$ cat config.mk
export PLATFORM = sky130hd
export DESIGN_NAME = slab_block_allocator
export DESIGN_NICKNAME = d
export VERILOG_FILES = /design/src/sv/sba_pkg.sv /design/src/sv/sba_ram.sv /design/src/sv/sba_ctrl.sv /design/src/sv/sba_dp.sv /design/src/sv/slab_block_allocator.sv
export SDC_FILE = /design/constraint.sdc
export NUM_CORES = 2
export LEC_CHECK = 0
export CAP_MARGIN = 20
export CORE_MARGIN = 1
export CORE_UTILIZATION = 55
export CTS_BUF_LIST = sky130_fd_sc_hd__clkbuf_8
export DETAILED_ROUTE_END_ITERATION = 6
export DONT_BUFFER_PORTS = 1
export GPL_ROUTABILITY_DRIVEN = 0
export GPL_TIMING_DRIVEN = 0
export PLACE_DENSITY = 0.7
export SLEW_MARGIN = 20
export SYNTH_ARGS = -nofsm -noshare
export SYNTH_HDL_FRONTEND = slang
export SYNTH_SLANG_ARGS = --single-unit
$ cat constraint.sdc
create_clock -name clk -period 7.06 [get_ports clk]
set_input_delay 0.706 -clock clk [delete_from_list [all_inputs] [get_ports clk]]
set_output_delay 0.706 -clock clk [all_outputs]
set_load 0.005 [all_outputs]
$ cat src/sv/sba_pkg.sv
// Shared types, widths, codes and reset values of the slab block allocator.
// No dependencies; sba_ctrl, sba_dp and the top level refer to it by scoped names, the testbench imports it.

package sba_pkg;

    // Field widths
    localparam int ADDR_W   = 48;
    localparam int SIZE_W   = 17;
    localparam int CNT_W    = 11;
    localparam int STAT_W   = 3;
    localparam int PROD_W   = SIZE_W + CNT_W;

    // Used-bit RAM row organization
    localparam int WORD_BITS = 32;
    localparam int WORD_LOG  = 5;

    // Configuration port
    localparam int CFG_AW  = 5;
    localparam int CFG_DW  = 64;
    localparam int CFG_IW  = 2;

    localparam logic [CFG_IW-1:0] REG_BASE  = 2'd0;
    localparam logic [CFG_IW-1:0] REG_SIZE  = 2'd1;
    localparam logic [CFG_IW-1:0] REG_COUNT = 2'd2;

    // Reset values
    localparam logic [ADDR_W-1:0] BASE_RST  = 48'd4096;
    localparam logic [SIZE_W-1:0] SIZE_RST  = 17'd16;
    localparam logic [CNT_W-1:0]  COUNT_RST = 11'd1024;
    localparam int                MAX_BLOCKS_DEF = 1024;

    // Result status codes
    localparam logic [STAT_W-1:0] ST_ALLOCATED = 3'd0;
    localparam logic [STAT_W-1:0] ST_FULL      = 3'd1;
    localparam logic [STAT_W-1:0] ST_FREED     = 3'd2;
    localparam logic [STAT_W-1:0] ST_OUTSIDE   = 3'd3;
    localparam logic [STAT_W-1:0] ST_NOT_USED  = 3'd4;

    // Commands from controller to datapath
    typedef struct packed {
        logic              capture;
        logic              rd_scan;
        logic              scan_adv;
        logic              take_index;
        logic              mul_idx;
        logic              mul_bound;
        logic              div_init;
        logic              div_step;
        logic              rd_idx;
        logic              clr_bit;
        logic              finish;
        logic [STAT_W-1:0] code;
    } sba_cmd_t;

    // Status from datapath to controller
    typedef struct packed {
        logic zero_free;
        logic found;
        logic last_row;
        logic outside;
        logic div_last;
        logic bit_set;
    } sba_stat_t;

endpackage

$ cat src/sv/sba_ram.sv
// Generic single-write, single-read RAM with registered read data.
// No dependencies.

module sba_ram #(
    parameter int WIDTH = 32,
    parameter int DEPTH = 32,
    parameter int AW    = (DEPTH > 1) ? $clog2(DEPTH) : 1
) (
    input  logic             clk,
    input  logic             we,
    input  logic [AW-1:0]    waddr,
    input  logic [WIDTH-1:0] wdata,
    input  logic             re,
    input  logic [AW-1:0]    raddr,
    output logic [WIDTH-1:0] rdata
);

    logic [WIDTH-1:0] mem [DEPTH];
    logic [WIDTH-1:0] rdata_reg;

    // Write port
    always_ff @(posedge clk)
    begin
        if (we)
        begin
            mem[waddr] <= wdata;
        end
    end

    // Registered read port
    always_ff @(posedge clk)
    begin
        if (re)
        begin
            rdata_reg <= mem[raddr];
        end
    end

    assign rdata = rdata_reg;

endmodule

$ cat src/sv/sba_ctrl.sv
// Sequencer of the slab block allocator: walks allocate and free requests.
// Depends on sba_pkg for command and status structs and status codes.

module sba_ctrl (
    input  logic                clk,
    input  logic                rst_n,
    input  logic                start,
    input  logic                action,
    input  sba_pkg::sba_stat_t  stat,
    output sba_pkg::sba_cmd_t   cmd,
    output logic                busy,
    output logic                done
);

    localparam logic [3:0] S_IDLE  = 4'd0;
    localparam logic [3:0] S_A_RD  = 4'd1;
    localparam logic [3:0] S_A_CHK = 4'd2;
    localparam logic [3:0] S_A_MUL = 4'd3;
    localparam logic [3:0] S_A_FIN = 4'd4;
    localparam logic [3:0] S_F_MUL = 4'd5;
    localparam logic [3:0] S_F_CHK = 4'd6;
    localparam logic [3:0] S_F_DIV = 4'd7;
    localparam logic [3:0] S_F_RD  = 4'd8;
    localparam logic [3:0] S_F_BIT = 4'd9;

    logic [3:0] state_reg;
    logic [3:0] state_next;
    logic       done_reg;

    // Next state and commands
    always_comb
    begin
        state_next = state_reg;
        cmd        = '0;
        cmd.code   = sba_pkg::ST_FULL;
        case (state_reg)
            S_IDLE:
            begin
                if (start)
                begin
                    cmd.capture = 1'b1;
                    state_next  = action ? S_F_MUL : S_A_RD;
                end
            end
            S_A_RD:
            begin
                if (stat.zero_free)
                begin
                    cmd.finish = 1'b1;
                    cmd.code   = sba_pkg::ST_FULL;
                    state_next = S_IDLE;
                end
                else
                begin
                    cmd.rd_scan = 1'b1;
                    state_next  = S_A_CHK;
                end
            end
            S_A_CHK:
            begin
                if (stat.found)
                begin
                    cmd.take_index = 1'b1;
                    state_next     = S_A_MUL;
                end
                else if (stat.last_row)
                begin
                    cmd.finish = 1'b1;
                    cmd.code   = sba_pkg::ST_FULL;
                    state_next = S_IDLE;
                end
                else
                begin
                    cmd.scan_adv = 1'b1;
                    cmd.rd_scan  = 1'b1;
                end
            end
            S_A_MUL:
            begin
                cmd.mul_idx = 1'b1;
                state_next  = S_A_FIN;
            end
            S_A_FIN:
            begin
                cmd.finish = 1'b1;
                cmd.code   = sba_pkg::ST_ALLOCATED;
                state_next = S_IDLE;
            end
            S_F_MUL:
            begin
                cmd.mul_bound = 1'b1;
                state_next    = S_F_CHK;
            end
            S_F_CHK:
            begin
                if (stat.outside)
                begin
                    cmd.finish = 1'b1;
                    cmd.code   = sba_pkg::ST_OUTSIDE;
                    state_next = S_IDLE;
                end
                else
                begin
                    cmd.div_init = 1'b1;
                    state_next   = S_F_DIV;
                end
            end
            S_F_DIV:
            begin
                cmd.div_step = 1'b1;
                if (stat.div_last)
                begin
                    state_next = S_F_RD;
                end
            end
            S_F_RD:
            begin
                cmd.rd_idx = 1'b1;
                state_next = S_F_BIT;
            end
            S_F_BIT:
            begin
                cmd.finish = 1'b1;
                if (stat.bit_set)
                begin
                    cmd.clr_bit = 1'b1;
                    cmd.code    = sba_pkg::ST_FREED;
                end
                else
                begin
                    cmd.code = sba_pkg::ST_NOT_USED;
                end
                state_next = S_IDLE;
            end
            default:
            begin
                state_next = S_IDLE;
            end
        endcase
    end

    // State and result strobe
    always_ff @(posedge clk or negedge rst_n)
    begin
        if (!rst_n)
        begin
            state_reg <= S_IDLE;
            done_reg  <= 1'b0;
        end
        else
        begin
            state_reg <= state_next;
            done_reg  <= cmd.finish;
        end
    end

    assign busy = (state_reg != S_IDLE);
    assign done = done_reg;

    // A result strobe is never held high
    a_done_single: assert property (@(posedge clk) disable iff (!rst_n)
        done_reg |=> !done_reg)
        else $error("result strobe held for two cycles");

    // An accepted request always leaves idle
    a_start_busy: assert property (@(posedge clk) disable iff (!rst_n)
        (start && !busy) |=> busy)
        else $error("accepted request did not start work");

endmodule

$ cat src/sv/sba_dp.sv
// Datapath of the slab block allocator: used-bit RAM, row scan, bound check,
// bit-serial index divider, free counter and result registers.
// Depends on sba_pkg and sba_ram.

module sba_dp #(
    parameter int MAX_BLOCKS = sba_pkg::MAX_BLOCKS_DEF
) (
    input  logic                              clk,
    input  logic                              rst_n,
    input  sba_pkg::sba_cmd_t                 cmd,
    output sba_pkg::sba_stat_t                stat,
    input  logic [sba_pkg::ADDR_W-1:0]        address,
    input  logic [sba_pkg::ADDR_W-1:0]        base_address,
    input  logic [sba_pkg::SIZE_W-1:0]        block_size,
    input  logic [sba_pkg::CNT_W-1:0]         block_count,
    input  logic                              reinit,
    input  logic [sba_pkg::CNT_W-1:0]         reinit_count,
    output logic [sba_pkg::STAT_W-1:0]        status,
    output logic [sba_pkg::ADDR_W-1:0]        block_address,
    output logic [sba_pkg::CNT_W-1:0]         free_blocks
);

    localparam int ADDR_W    = sba_pkg::ADDR_W;
    localparam int SIZE_W    = sba_pkg::SIZE_W;
    localparam int CNT_W     = sba_pkg::CNT_W;
    localparam int STAT_W    = sba_pkg::STAT_W;
    localparam int PROD_W    = sba_pkg::PROD_W;
    localparam int WORD_BITS = sba_pkg::WORD_BITS;
    localparam int WORD_LOG  = sba_pkg::WORD_LOG;
    localparam int CNT_MAX   = (1 << CNT_W) - 1;
    localparam int EFF_MAX   = (MAX_BLOCKS < CNT_MAX) ? MAX_BLOCKS : CNT_MAX;
    localparam int ROWS      = (EFF_MAX + WORD_BITS - 1) / WORD_BITS;
    localparam int RW        = (ROWS > 1) ? $clog2(ROWS) : 1;
    localparam int CMP_W     = CNT_W + 1;
    localparam int DC_W      = $clog2(CNT_W);
    localparam int CNT_RST_I = (int'(sba_pkg::COUNT_RST) < EFF_MAX) ?
                               int'(sba_pkg::COUNT_RST) : EFF_MAX;
    localparam logic [CNT_W-1:0] EFF_MAX_C = CNT_W'(EFF_MAX);
    localparam logic [CNT_W-1:0] CNT_RST   = CNT_W'(CNT_RST_I);

    logic [ADDR_W-1:0]    addr_reg;
    logic [RW-1:0]        scan_row_reg;
    logic [CNT_W-1:0]     blk_idx_reg;
    logic [PROD_W-1:0]    prod_reg;
    logic [ADDR_W-1:0]    diff_reg;
    logic                 borrow_reg;
    logic [PROD_W-1:0]    rem_reg;
    logic [PROD_W-1:0]    dvs_reg;
    logic [DC_W-1:0]      div_cnt_reg;
    logic                 rd_valid_reg;
    logic [ROWS-1:0]      row_valid_reg;
    logic [CNT_W-1:0]     free_cnt_reg;
    logic [STAT_W-1:0]    status_reg;
    logic [ADDR_W-1:0]    baddr_reg;
    logic [CNT_W-1:0]     free_out_reg;

    logic [SIZE_W-1:0]    size_eff;
    logic [CNT_W-1:0]     cnt_eff;
    logic [CNT_W-1:0]     reinit_eff;
    logic [CNT_W-1:0]     cnt_m1;
    logic [RW-1:0]        last_row_idx;
    logic [WORD_BITS-1:0] ram_rdata;
    logic [WORD_BITS-1:0] rd_word;
    logic [WORD_BITS-1:0] in_range;
    logic [WORD_BITS-1:0] avail;
    logic [WORD_BITS-1:0] pick;
    logic [WORD_LOG-1:0]  bitpos;
    logic [CMP_W-1:0]     row_base;
    logic [RW-1:0]        idx_row;
    logic [WORD_LOG-1:0]  idx_bit;
    logic                 ram_we;
    logic [RW-1:0]        ram_waddr;
    logic [WORD_BITS-1:0] ram_wdata;
    logic                 ram_re;
    logic [RW-1:0]        ram_raddr;
    logic [RW-1:0]        scan_rd_addr;
    logic [CNT_W-1:0]     mul_a;
    logic                 div_ge;
    logic [CNT_W-1:0]     cnt_next;

    // Effective size and count: zero size acts as one, count saturates
    assign size_eff   = (block_size == '0) ? SIZE_W'(1) : block_size;
    assign cnt_eff    = (block_count > EFF_MAX_C) ? EFF_MAX_C : block_count;
    assign reinit_eff = (reinit_count > EFF_MAX_C) ? EFF_MAX_C : reinit_count;
    assign cnt_m1       = cnt_eff - CNT_W'(1);
    assign last_row_idx = RW'(cnt_m1 >> WORD_LOG);

    // Row word as read; a row never written since reinit reads as all free
    assign rd_word = rd_valid_reg ? ram_rdata : '0;

    // Lowest free block of the current scan row, inside the slab
    assign row_base = CMP_W'({scan_row_reg, {WORD_LOG{1'b0}}});

    always_comb
    begin
        for (int j = 0; j < WORD_BITS; j++)
        begin
            in_range[j] = (row_base + CMP_W'(j)) < {1'b0, cnt_eff};
        end
    end

    assign avail = ~rd_word & in_range;
    assign pick  = avail & (~avail + WORD_BITS'(1));

    always_comb
    begin
        bitpos = '0;
        for (int j = 0; j < WORD_BITS; j++)
        begin
            if (pick[j])
            begin
                bitpos = bitpos | WORD_LOG'(j);
            end
        end
    end

    // Row and bit of the block index
    assign idx_row = RW'(blk_idx_reg >> WORD_LOG);
    assign idx_bit = blk_idx_reg[WORD_LOG-1:0];

    // RAM port control
    assign scan_rd_addr = cmd.scan_adv ? scan_row_reg + RW'(1) : scan_row_reg;
    assign ram_re    = cmd.rd_scan | cmd.rd_idx;
    assign ram_raddr = cmd.rd_idx ? idx_row : scan_rd_addr;
    assign ram_we    = cmd.take_index | cmd.clr_bit;
    assign ram_waddr = cmd.take_index ? scan_row_reg : idx_row;
    assign ram_wdata = cmd.take_index ? (rd_word | pick)
                                      : (rd_word & ~(WORD_BITS'(1) << idx_bit));

    sba_ram #(
        .WIDTH (WORD_BITS),
        .DEPTH (ROWS),
        .AW    (RW)
    ) u_used_ram (
        .clk   (clk),
        .we    (ram_we),
        .waddr (ram_waddr),
        .wdata (ram_wdata),
        .re    (ram_re),
        .raddr (ram_raddr),
        .rdata (ram_rdata)
    );

    // Multiplier operand: found index for allocate, count for the free bound
    assign mul_a  = cmd.mul_idx ? blk_idx_reg : cnt_eff;
    assign div_ge = (rem_reg >= dvs_reg);

    // Counter after the finishing transfer
    always_comb
    begin
        case (cmd.code)
            sba_pkg::ST_ALLOCATED: cnt_next = free_cnt_reg - CNT_W'(1);
            sba_pkg::ST_FREED:     cnt_next = free_cnt_reg + CNT_W'(1);
            default:               cnt_next = free_cnt_reg;
        endcase
    end

    // Status to controller
    always_comb
    begin
        stat           = '0;
        stat.zero_free = (free_cnt_reg == '0);
        stat.found     = |avail;
        stat.last_row  = (scan_row_reg == last_row_idx);
        stat.outside   = (addr_reg == '0) || borrow_reg ||
                         (diff_reg >= ADDR_W'(prod_reg));
        stat.div_last  = (div_cnt_reg == '0);
        stat.bit_set   = rd_word[idx_bit];
    end

    // Working registers
    always_ff @(posedge clk)
    begin
        if (cmd.capture)
        begin
            addr_reg <= address;
        end
        if (cmd.mul_idx || cmd.mul_bound)
        begin
            prod_reg <= PROD_W'(mul_a) * PROD_W'(size_eff);
        end
        if (cmd.mul_bound)
        begin
            {borrow_reg, diff_reg} <= {1'b0, addr_reg} - {1'b0, base_address};
        end
        if (cmd.take_index)
        begin
            blk_idx_reg <= CNT_W'({scan_row_reg, bitpos});
        end
        else if (cmd.div_init)
        begin
            blk_idx_reg <= '0;
        end
        else if (cmd.div_step)
        begin
            blk_idx_reg <= {blk_idx_reg[CNT_W-2:0], div_ge};
        end
        if (cmd.div_init)
        begin
            rem_reg     <= PROD_W'(diff_reg);
            dvs_reg     <= PROD_W'(size_eff) << (CNT_W - 1);
            div_cnt_reg <= DC_W'(CNT_W - 1);
        end
        else if (cmd.div_step)
        begin
            if (div_ge)
            begin
                rem_reg <= rem_reg - dvs_reg;
            end
            dvs_reg     <= dvs_reg >> 1;
            div_cnt_reg <= div_cnt_reg - DC_W'(1);
        end
        if (ram_re)
        begin
            rd_valid_reg <= row_valid_reg[ram_raddr];
        end
        if (cmd.finish)
        begin
            status_reg   <= cmd.code;
            baddr_reg    <= (cmd.code == sba_pkg::ST_ALLOCATED) ?
                            base_address + ADDR_W'(prod_reg) : '0;
            free_out_reg <= cnt_next;
        end
    end

    // Control state: scan row, row valid bits, free counter
    always_ff @(posedge clk or negedge rst_n)
    begin
        if (!rst_n)
        begin
            scan_row_reg  <= '0;
            row_valid_reg <= '0;
            free_cnt_reg  <= CNT_RST;
        end
        else
        begin
            if (cmd.capture)
            begin
                scan_row_reg <= '0;
            end
            else if (cmd.scan_adv)
            begin
                scan_row_reg <= scan_row_reg + RW'(1);
            end
            if (reinit)
            begin
                row_valid_reg <= '0;
                free_cnt_reg  <= reinit_eff;
            end
            else
            begin
                if (ram_we)
                begin
                    row_valid_reg[ram_waddr] <= 1'b1;
                end
                if (cmd.finish)
                begin
                    free_cnt_reg <= cnt_next;
                end
            end
        end
    end

    assign status        = status_reg;
    assign block_address = baddr_reg;
    assign free_blocks   = free_out_reg;

    // Free counter never exceeds the slab's block count
    a_cnt_bound: assert property (@(posedge clk) disable iff (!rst_n)
        free_cnt_reg <= cnt_eff)
        else $error("free counter above block count");

    // A block is only taken when the scan row has a free one
    a_take_found: assert property (@(posedge clk) disable iff (!rst_n)
        cmd.take_index |-> stat.found)
        else $error("allocation without a free block in the row");

endmodule

$ cat src/sv/slab_block_allocator.sv
// Top level of the slab block allocator: configuration registers and port,
// controller and datapath. Depends on sba_pkg, sba_ctrl, sba_dp and sba_ram.
//
// Usage:
//   Requests enter on start/action/address and are taken when start is high
//   and busy is low. action 0 allocates the lowest free block, action 1 frees
//   the block at address. Each request gives one result: status,
//   block_address and free_blocks, shown for one cycle with done high.
//   An allocate that finds no block free ends as full without a scan; else it
//   scans the used-bit RAM row by row, 32 blocks per row, through its single
//   read port. A free ends after the bound check for an address outside the
//   slab; else it runs the index divider, one quotient bit per cycle.
//   One request is worked at a time; a new one may be taken in the cycle
//   that done shows.
//   Configuration: APB registers base_address at 0x00, block_size at 0x08,
//   block_count at 0x10, to be written only while idle; the block itself
//   does not enforce this. Writing block_count frees every block. Reset
//   gives base 4096, size 16, count 1024, all blocks free, with no clearing
//   pass. The receiver of results cannot stall.

module slab_block_allocator #(
    parameter int MAX_BLOCKS = sba_pkg::MAX_BLOCKS_DEF
) (
    input  logic                            clk,
    input  logic                            rst_n,
    input  logic                            start,
    output logic                            busy,
    input  logic                            action,
    input  logic [sba_pkg::ADDR_W-1:0]      address,
    output logic                            done,
    output logic [sba_pkg::STAT_W-1:0]      status,
    output logic [sba_pkg::ADDR_W-1:0]      block_address,
    output logic [sba_pkg::CNT_W-1:0]       free_blocks,
    input  logic                            psel,
    input  logic                            penable,
    input  logic                            pwrite,
    input  logic [sba_pkg::CFG_AW-1:0]      paddr,
    input  logic [sba_pkg::CFG_DW-1:0]      pwdata,
    output logic [sba_pkg::CFG_DW-1:0]      prdata,
    output logic                            pready
);

    logic [sba_pkg::ADDR_W-1:0] base_reg;
    logic [sba_pkg::SIZE_W-1:0] size_reg;
    logic [sba_pkg::CNT_W-1:0]  count_reg;
    logic [sba_pkg::CFG_IW-1:0] reg_idx;
    logic                       wr_xfer;
    logic                       reinit;
    sba_pkg::sba_cmd_t          cmd;
    sba_pkg::sba_stat_t         stat;

    // Decode the configuration transfer
    assign pready  = 1'b1;
    assign reg_idx = paddr[sba_pkg::CFG_AW-1:sba_pkg::CFG_AW-sba_pkg::CFG_IW];
    assign wr_xfer = psel & penable & pwrite & pready;
    assign reinit  = wr_xfer && (reg_idx == sba_pkg::REG_COUNT);

    // Configuration registers
    always_ff @(posedge clk or negedge rst_n)
    begin
        if (!rst_n)
        begin
            base_reg  <= sba_pkg::BASE_RST;
            size_reg  <= sba_pkg::SIZE_RST;
            count_reg <= sba_pkg::COUNT_RST;
        end
        else if (wr_xfer)
        begin
            case (reg_idx)
                sba_pkg::REG_BASE:  base_reg  <= pwdata[sba_pkg::ADDR_W-1:0];
                sba_pkg::REG_SIZE:  size_reg  <= pwdata[sba_pkg::SIZE_W-1:0];
                sba_pkg::REG_COUNT: count_reg <= pwdata[sba_pkg::CNT_W-1:0];
                default:            ;
            endcase
        end
    end

    // Read back
    always_comb
    begin
        case (reg_idx)
            sba_pkg::REG_BASE:  prdata = sba_pkg::CFG_DW'(base_reg);
            sba_pkg::REG_SIZE:  prdata = sba_pkg::CFG_DW'(size_reg);
            sba_pkg::REG_COUNT: prdata = sba_pkg::CFG_DW'(count_reg);
            default:            prdata = '0;
        endcase
    end

    sba_ctrl u_ctrl (
        .clk    (clk),
        .rst_n  (rst_n),
        .start  (start),
        .action (action),
        .stat   (stat),
        .cmd    (cmd),
        .busy   (busy),
        .done   (done)
    );

    sba_dp #(
        .MAX_BLOCKS (MAX_BLOCKS)
    ) u_dp (
        .clk           (clk),
        .rst_n         (rst_n),
        .cmd           (cmd),
        .stat          (stat),
        .address       (address),
        .base_address  (base_reg),
        .block_size    (size_reg),
        .block_count   (count_reg),
        .reinit        (reinit),
        .reinit_count  (pwdata[sba_pkg::CNT_W-1:0]),
        .status        (status),
        .block_address (block_address),
        .free_blocks   (free_blocks)
    );

endmodule

# Yosys cells after proc, flatten, opt, wreduce, memory -nomap -nowiden

Memory sizes are Yosys's and may differ from the RTL's. A register that Yosys moved wholly into a read port is not among the register bits.
Cells that the tools add are included.

$add $sub $neg: 40
Multiply operators: 1
Divide/modulo/power cells: 0
$lt $le $gt $ge: 40
Equal/unequal tests: 19
Shift-type cells: 1
Mux-type cells: 132
Bitwise operators: 12
Reduce and logical (&&, ||, !) cells: 24

Operator list:

| operator                                                           | count |
|---|---|
| 11-bit < comparator                                                | 31 |
| 28-bit 2-to-1 mux                                                  | 8 |
| 10-bit by 5-bit adder with 11-bit output, second input constant    | 16 |
| 32-bit 2-to-1 mux                                                  | 5 |
| 48-bit one-hot mux with 3 select lines                             | 1 |
| 11-bit 2-to-1 mux                                                  | 13 |
| 4-bit 2-to-1 mux                                                   | 30 |
| 5-bit 2-to-1 mux                                                   | 21 |
| 32-bit bitwise AND                                                 | 3 |
| 48-bit 2-to-1 mux                                                  | 2 |
| 32-bit inverter                                                    | 3 |
| 10-bit by 4-bit adder with 11-bit output, second input constant    | 8 |
| 32-bit bitwise OR                                                  | 2 |
| 17-bit 2-to-1 mux                                                  | 3 |
| 48-bit by 48-bit subtractor with 49-bit output                     | 1 |
| 48-bit by 28-bit adder with 48-bit output                          | 1 |
| 48-bit by 28-bit greater-or-equal comparator with 1-bit output     | 1 |
| 48-bit logical NOT                                                 | 1 |
| 10-bit by 3-bit adder with 11-bit output, second input constant    | 4 |
| 32-bit by 1-bit adder with 32-bit output, second input constant    | 1 |
| 4-bit one-hot mux with 8 select lines                              | 1 |
| 32-bit OR reduction                                                | 1 |
| 1-bit by 5-bit << shifter with 32-bit output, first input constant | 1 |
| 28-bit greater-or-equal comparator                                 | 1 |
| 48 further kinds                                                   | 110 |

Register bits: 388
Latch bits: 0
Memory bits (writable): 1,024
ROM bits: 0
Input bits: 124
Output and inout port bits: 129
Memories kept: 1

Memory list:

| name                | depth | bits a word | read ports | clocked after Yosys merged registers in | wr ports | RTL line      | source |
|---|---|---|---|---|---|---|---|
| u_dp.u_used_ram.mem | 32    | 32          | 1          | 1                                       | 1        | sba_ram.sv:18 | `logic [WIDTH-1:0] mem [DEPTH];` |

# Depth between registers and ports, before layout

Depth in word-level cells: 39
Gate-level depth with buffers: 30

# Cells and area by module

A second synthesis with hierarchy kept.

Cell total of the unflattened synthesis: 5,461
Area, all modules: 71,419.7 um2

By module, submodules not included:

| module               | times used | cells an instance | area each (um2) |
|---|---|---|---|
| sba_ram              | 1          | 2,260             | 40,810.4 |
| sba_dp               | 1          | 2,871             | 26,613.0 |
| slab_block_allocator | 1          | 268               | 3,534.6 |
| sba_ctrl             | 1          | 62                | 461.7 |

# Least setup slack after synthesis

No wires, ideal clock.

Kind: register to register
Start point: reg count_reg[10] in the netlist's numbering
End point: reg u_dp.baddr_reg[0], in the netlist u_dp.block_address[0] (enable)
Arrival: 6.539 ns
Data required time: 6.549 ns
Setup slack: 0.011 ns
Stages on the path, launching flop included: 15
Path through: dfstp_2 -> buf_2 -> buf_2 -> buf_1 -> clkbuf_1 -> nand2b_1 -> ha_1 -> nand3_1 -> or4_4 -> a221o_1 -> a22oi_2 -> o211a_4 -> and2_1 -> nand2_1 -> o221ai_1

RTL lines:

| item                   | RTL line                   | source |
|---|---|---|
| start, declared        | slab_block_allocator.sv:45 | `logic [sba_pkg::CNT_W-1:0] count_reg;` |
| start signal, assigned | slab_block_allocator.sv:65 | `count_reg <= sba_pkg::COUNT_RST;` |
| start signal, assigned | slab_block_allocator.sv:72 | `sba_pkg::REG_COUNT: count_reg <= pwdata[sba_pkg::CNT_W-1:0];` |
| end signal, assigned   | sba_dp.sv:220              | `baddr_reg <= (cmd.code == sba_pkg::ST_ALLOCATED) ?` |
| end, declared          | sba_dp.sv:54               | `logic [ADDR_W-1:0] baddr_reg;` |

# Worst setup path after layout

Start point: reg u_ctrl.state_reg[2]
End point: reg u_dp.prod_reg[27], data pin

Longest elaborated chain between the ends: 4

Ends and longest elaborated chain:

| item                                           | RTL line        | source |
|---|---|---|
| start, declared                                | sba_ctrl.sv:26  | `logic [3:0] state_reg;` |
| start signal, assigned                         | sba_ctrl.sv:152 | `state_reg <= state_next;` |
| 4-bit by 2-bit equality test with 1-bit output | sba_ctrl.sv:36  | `case (state_reg)` |
| 1-bit 2-to-1 mux                               | sba_ctrl.sv:36  |  |
| 11-bit 2-to-1 mux                              | sba_dp.sv:145   | `assign mul_a = cmd.mul_idx ? blk_idx_reg : cnt_eff;` |
| 11-bit by 17-bit multiplier with 28-bit output | sba_dp.sv:180   | `prod_reg <= PROD_W'(mul_a) * PROD_W'(size_eff);` |
| end signal, assigned                           | sba_dp.sv:180   |  |
| end, declared                                  | sba_dp.sv:44    | `logic [PROD_W-1:0] prod_reg;` |

No other way between the ends.
A chain may end at the register's enable or synchronous reset.

==> results.cfg <==
[run_status]
status = finished with violations
violations = DRC

[synth]
ys.flop_type = edfxtp_1
yosysTopAreaCell = edfxtp_1
synth_top_area_share_pct = 55.5
synth.area.mux_share_pct = 7.23
synth_cells = 5320
syn_area_per_cell_um2 = 13.2
netlist_area_mm2 = 0.0703
synthTopCellsByArea = edfxtp_1 56%, mux4_2 6.5%, dfrtp_1 4.5%
synth-compound-area-share_pct = 8.44
synth_edf_count = 1299
yosysWarnings = 0
synth_seq_area_share_pct = 60.5
synthSimpleGateAreaFrac_pct = 11.0
postSynth.asyncResetShare_pct = 8.94
synth_fa_ha_area_share_pct = 7.74
synth_top_family_by_area = simple AND/OR/NAND/NOR gates
yosys_register_bits = 1443
synth_cell_types = 101
synth-xor-area-share_pct = 1.61

[die]
fp.coreArea_mm2 = 0.126
die_w_um = 359
initial_core_util_pct = 55.7
row_count = 130
dieHeight_um = 359
io_pins = 253
die_area_mm2 = 0.129

[power]
p_leak_nw = 29.5
pwr-share-comb_pct = 38.3
clkPwrFrac_pct = 22.3
p_int_mw = 19.2
p_sw_mw = 11.6
power.density_mw_per_mm2 = 381
seqPwrFrac_pct = 39.3
swShare_pct = 37.6
max-vdd-ir-drop_v = 0.000375

[cts]
clockBufferDepth = 3
cts_tree = built
root_buffer = clkbuf_8
clock-sinks = 1443
path_clk_slew_ns = 0.06
htreeDepth = 4
cts_made_buffers = 222
insertion_delay_ns = 1.00

[sta]
setup_slack_ns = 0.184
final-max-slew-violation-count = 0
hold_viol = 0
fin_crit_ns = 6.88
maxSlewHeadroom_pct = 17.3
setup_viol = 0
fin_hold_ws_ns = 0.0597
tightest_slew_ns = 1.23
fmax_ghz = 0.145
period_share_pct = 97.4
clock-skew-final_ns = 0.0756

[global_routing]
grt_pass1_vias = 47100
grt_max_degree = 130
antenna_found_initial = 15
grt_overflow_total = 0
grt_pass1_wl_mm = 306
grt_use_total_pct = 32.3

[detailed_routing]
firstDrtPassIters = 7
vias_per_cell = 6.36
vias = 48400
ant_nets = 0
drc_errors = 141
drt-initial-drc-count = 7244
wl_per_cell_um = 27.6
wirelength_mm = 210

[final_layout]
final_nets = 6234
drive_gt1_share_pct = 15.6
fillers = 9109
mostFrequentLayoutCells = 1299 x edfxtp_1, 720 x nand2_1, 357 x inv_1
area_growth_syn_to_layout_pct = 14.9
multiInputGateArea_mm2 = 0.0262
regArea_mm2 = 0.0425
regMostFlops = u_dp.u_used_ram.mem
largest_reg_flops = 1024
final_common_cell = edfxtp_1

[setup_path]
crit_type = reg -> reg
end_kind = register
r2r-start = u_ctrl.state_reg[2]$_DFFE_PN0P_
critPathLaunch = u_ctrl.state_reg[2]$_DFFE_PN0P_
cp_max_fo = 10
start_kind = register
worst_ep_arrival_time_ns = 7.56
required_ns = 7.74

[place]
place_ws_ns = -1.67
io_buffer_count = 0
dpl.hpwl_mm = 150

[run]
drv_cap = 0

[worst_hold_path]
min_path_type = in -> reg
worstHoldStart = pwdata[10]
-- worst max-delay path, stage by stage (launching register included) --
cell and delay, ns:
dfrtp_2 0.43, nor2_2 0.15, and3_4 0.28, clkbuf_8 0.21, clkbuf_8 0.20, nand2_1 0.10
o21ai_4 0.17, clkbuf_8 0.20, buf_12 0.11, nand2_1 0.08, fa_1 0.61, fa_1 0.44
fa_1 0.53, fa_1 0.46, fa_1 0.58, inv_1 0.05, ha_1 0.21, or3_1 0.41
a211oi_2 0.29, nor3_4 0.11, a211o_1 0.32, a21oi_2 0.16, o21ai_1 0.13, a211oi_2 0.24
xnor2_1 0.12
-- what timing repair did --
action                                 4_1_cts  5_1_grt
endpoints found under the hold margin      265        0
pin swaps                                    7        8
resized for setup                           70       20
setup endpoints to repair                  305      167
hold buffers                                99        0
setup buffers                               13        4
-- power by group through the flow --
stage          clock (mW)  combinational [mW]  sequential (mW)
2_1_floorplan           0                7.26             11.9
3_3_place_gp            0                10.0             12.4
3_5_place_dp            0                11.1             12.2
4_1_cts              6.92                11.5             12.1
5_1_grt              7.28                12.7             12.1
6_report             6.87                11.8             12.1
-- cells in the mapped netlist (all sizes together), types with 8 or more instances --
cell	instances
nor3	74
a22oi	20
mux2	26
o31ai	19
nand3b	8
xor2	38
edfxtp	1299
dfrtp	125
a31o	9
xnor2	91
mux2i	24
a21boi	11
nor2	270
o211ai	10
nand3	183
fa	138
mux4	202
or2	12
o21ai	205
o22ai	70
a211o	12
a31oi	26
o21bai	30
a211oi	23
a21o	86
dfxtp	15
nand2b	41
nand2	720
o22a	32
or3	24
nand4	35
ha	214
a21oi	247
o21a	52
nor3b	13
nor4b	8
nor4	44
and2	101
buf	129
clkbuf	146
and3	62
inv	290
nor2b	32
-- area by class of cell --
| type | count | area share [%] |
|---|---|---|
| diodes | 17 | 0.0527 |
| plain buffers | 269 | 1.74 |
| clock buffers | 230 | 3.92 |
| clock inverters | 179 | 1.48 |
| inverters | 291 | 1.35 |
| multi-input cells | 3326 | 32.5 |
| flip-flops and latches | 1443 | 52.7 |
| well taps | 1650 | 2.56 |
| repair buffers | 205 | 3.70 |
-- path summary, 6_finish.rpt --
path	end	slack, ns	cells after the start
worst min register to register	u_dp.dvs_reg[3]$_SDFFE_PP0P_	0.45	2
worst min-delay path	u_dp.free_cnt_reg[7]$_DFFE_PN0P_	0.06	2
max in group asynchronous	u_ctrl.state_reg[0]$_DFFE_PN0P_	5.95	2
min in group asynchronous	base_reg[30]$_DFFE_PN0P_	0.42	2
worst max register to register	u_dp.prod_reg[27]$_DFFE_PP_	0.18	24
worst max-delay path	u_dp.prod_reg[27]$_DFFE_PP_	0.18	24
-- per-stage QoR --
stage	area [µm²]	utilization (%)	setup TNS, ns	power, mW	cells
after floorplan	70300	-	0	19.2	5335
after global placement	72400	57.4	-3201.94	22.4	6985
after detailed placement	74900	59.3	-100.98	23.4	7073
after CTS	80600	63.8	0	30.5	7588
after global routing	80700	63.9	-0.154	32.2	7600
final	80700	64.0	0	30.8	7610
-- layer usage --
metal,wire [µm],up-vias,part of all wire [%],global-route usage [%]
li1,-,20700,-,-
met1,78100,23900,37,42.7
met2,93100,3193,44,48.4
met3,23900,662,11,8.06
met4,15100,4,7.2,20.1
met5,27,-,0.013,0
-- logic make-up after synthesis --
family,Yosys count
mux,252
fa+ha+maj,352
compound gates,924
xor+xnor,129
other cells,2
simple gates,1652
buf+inv,566
flops,1443
Power figures use the tool's default switching activity.
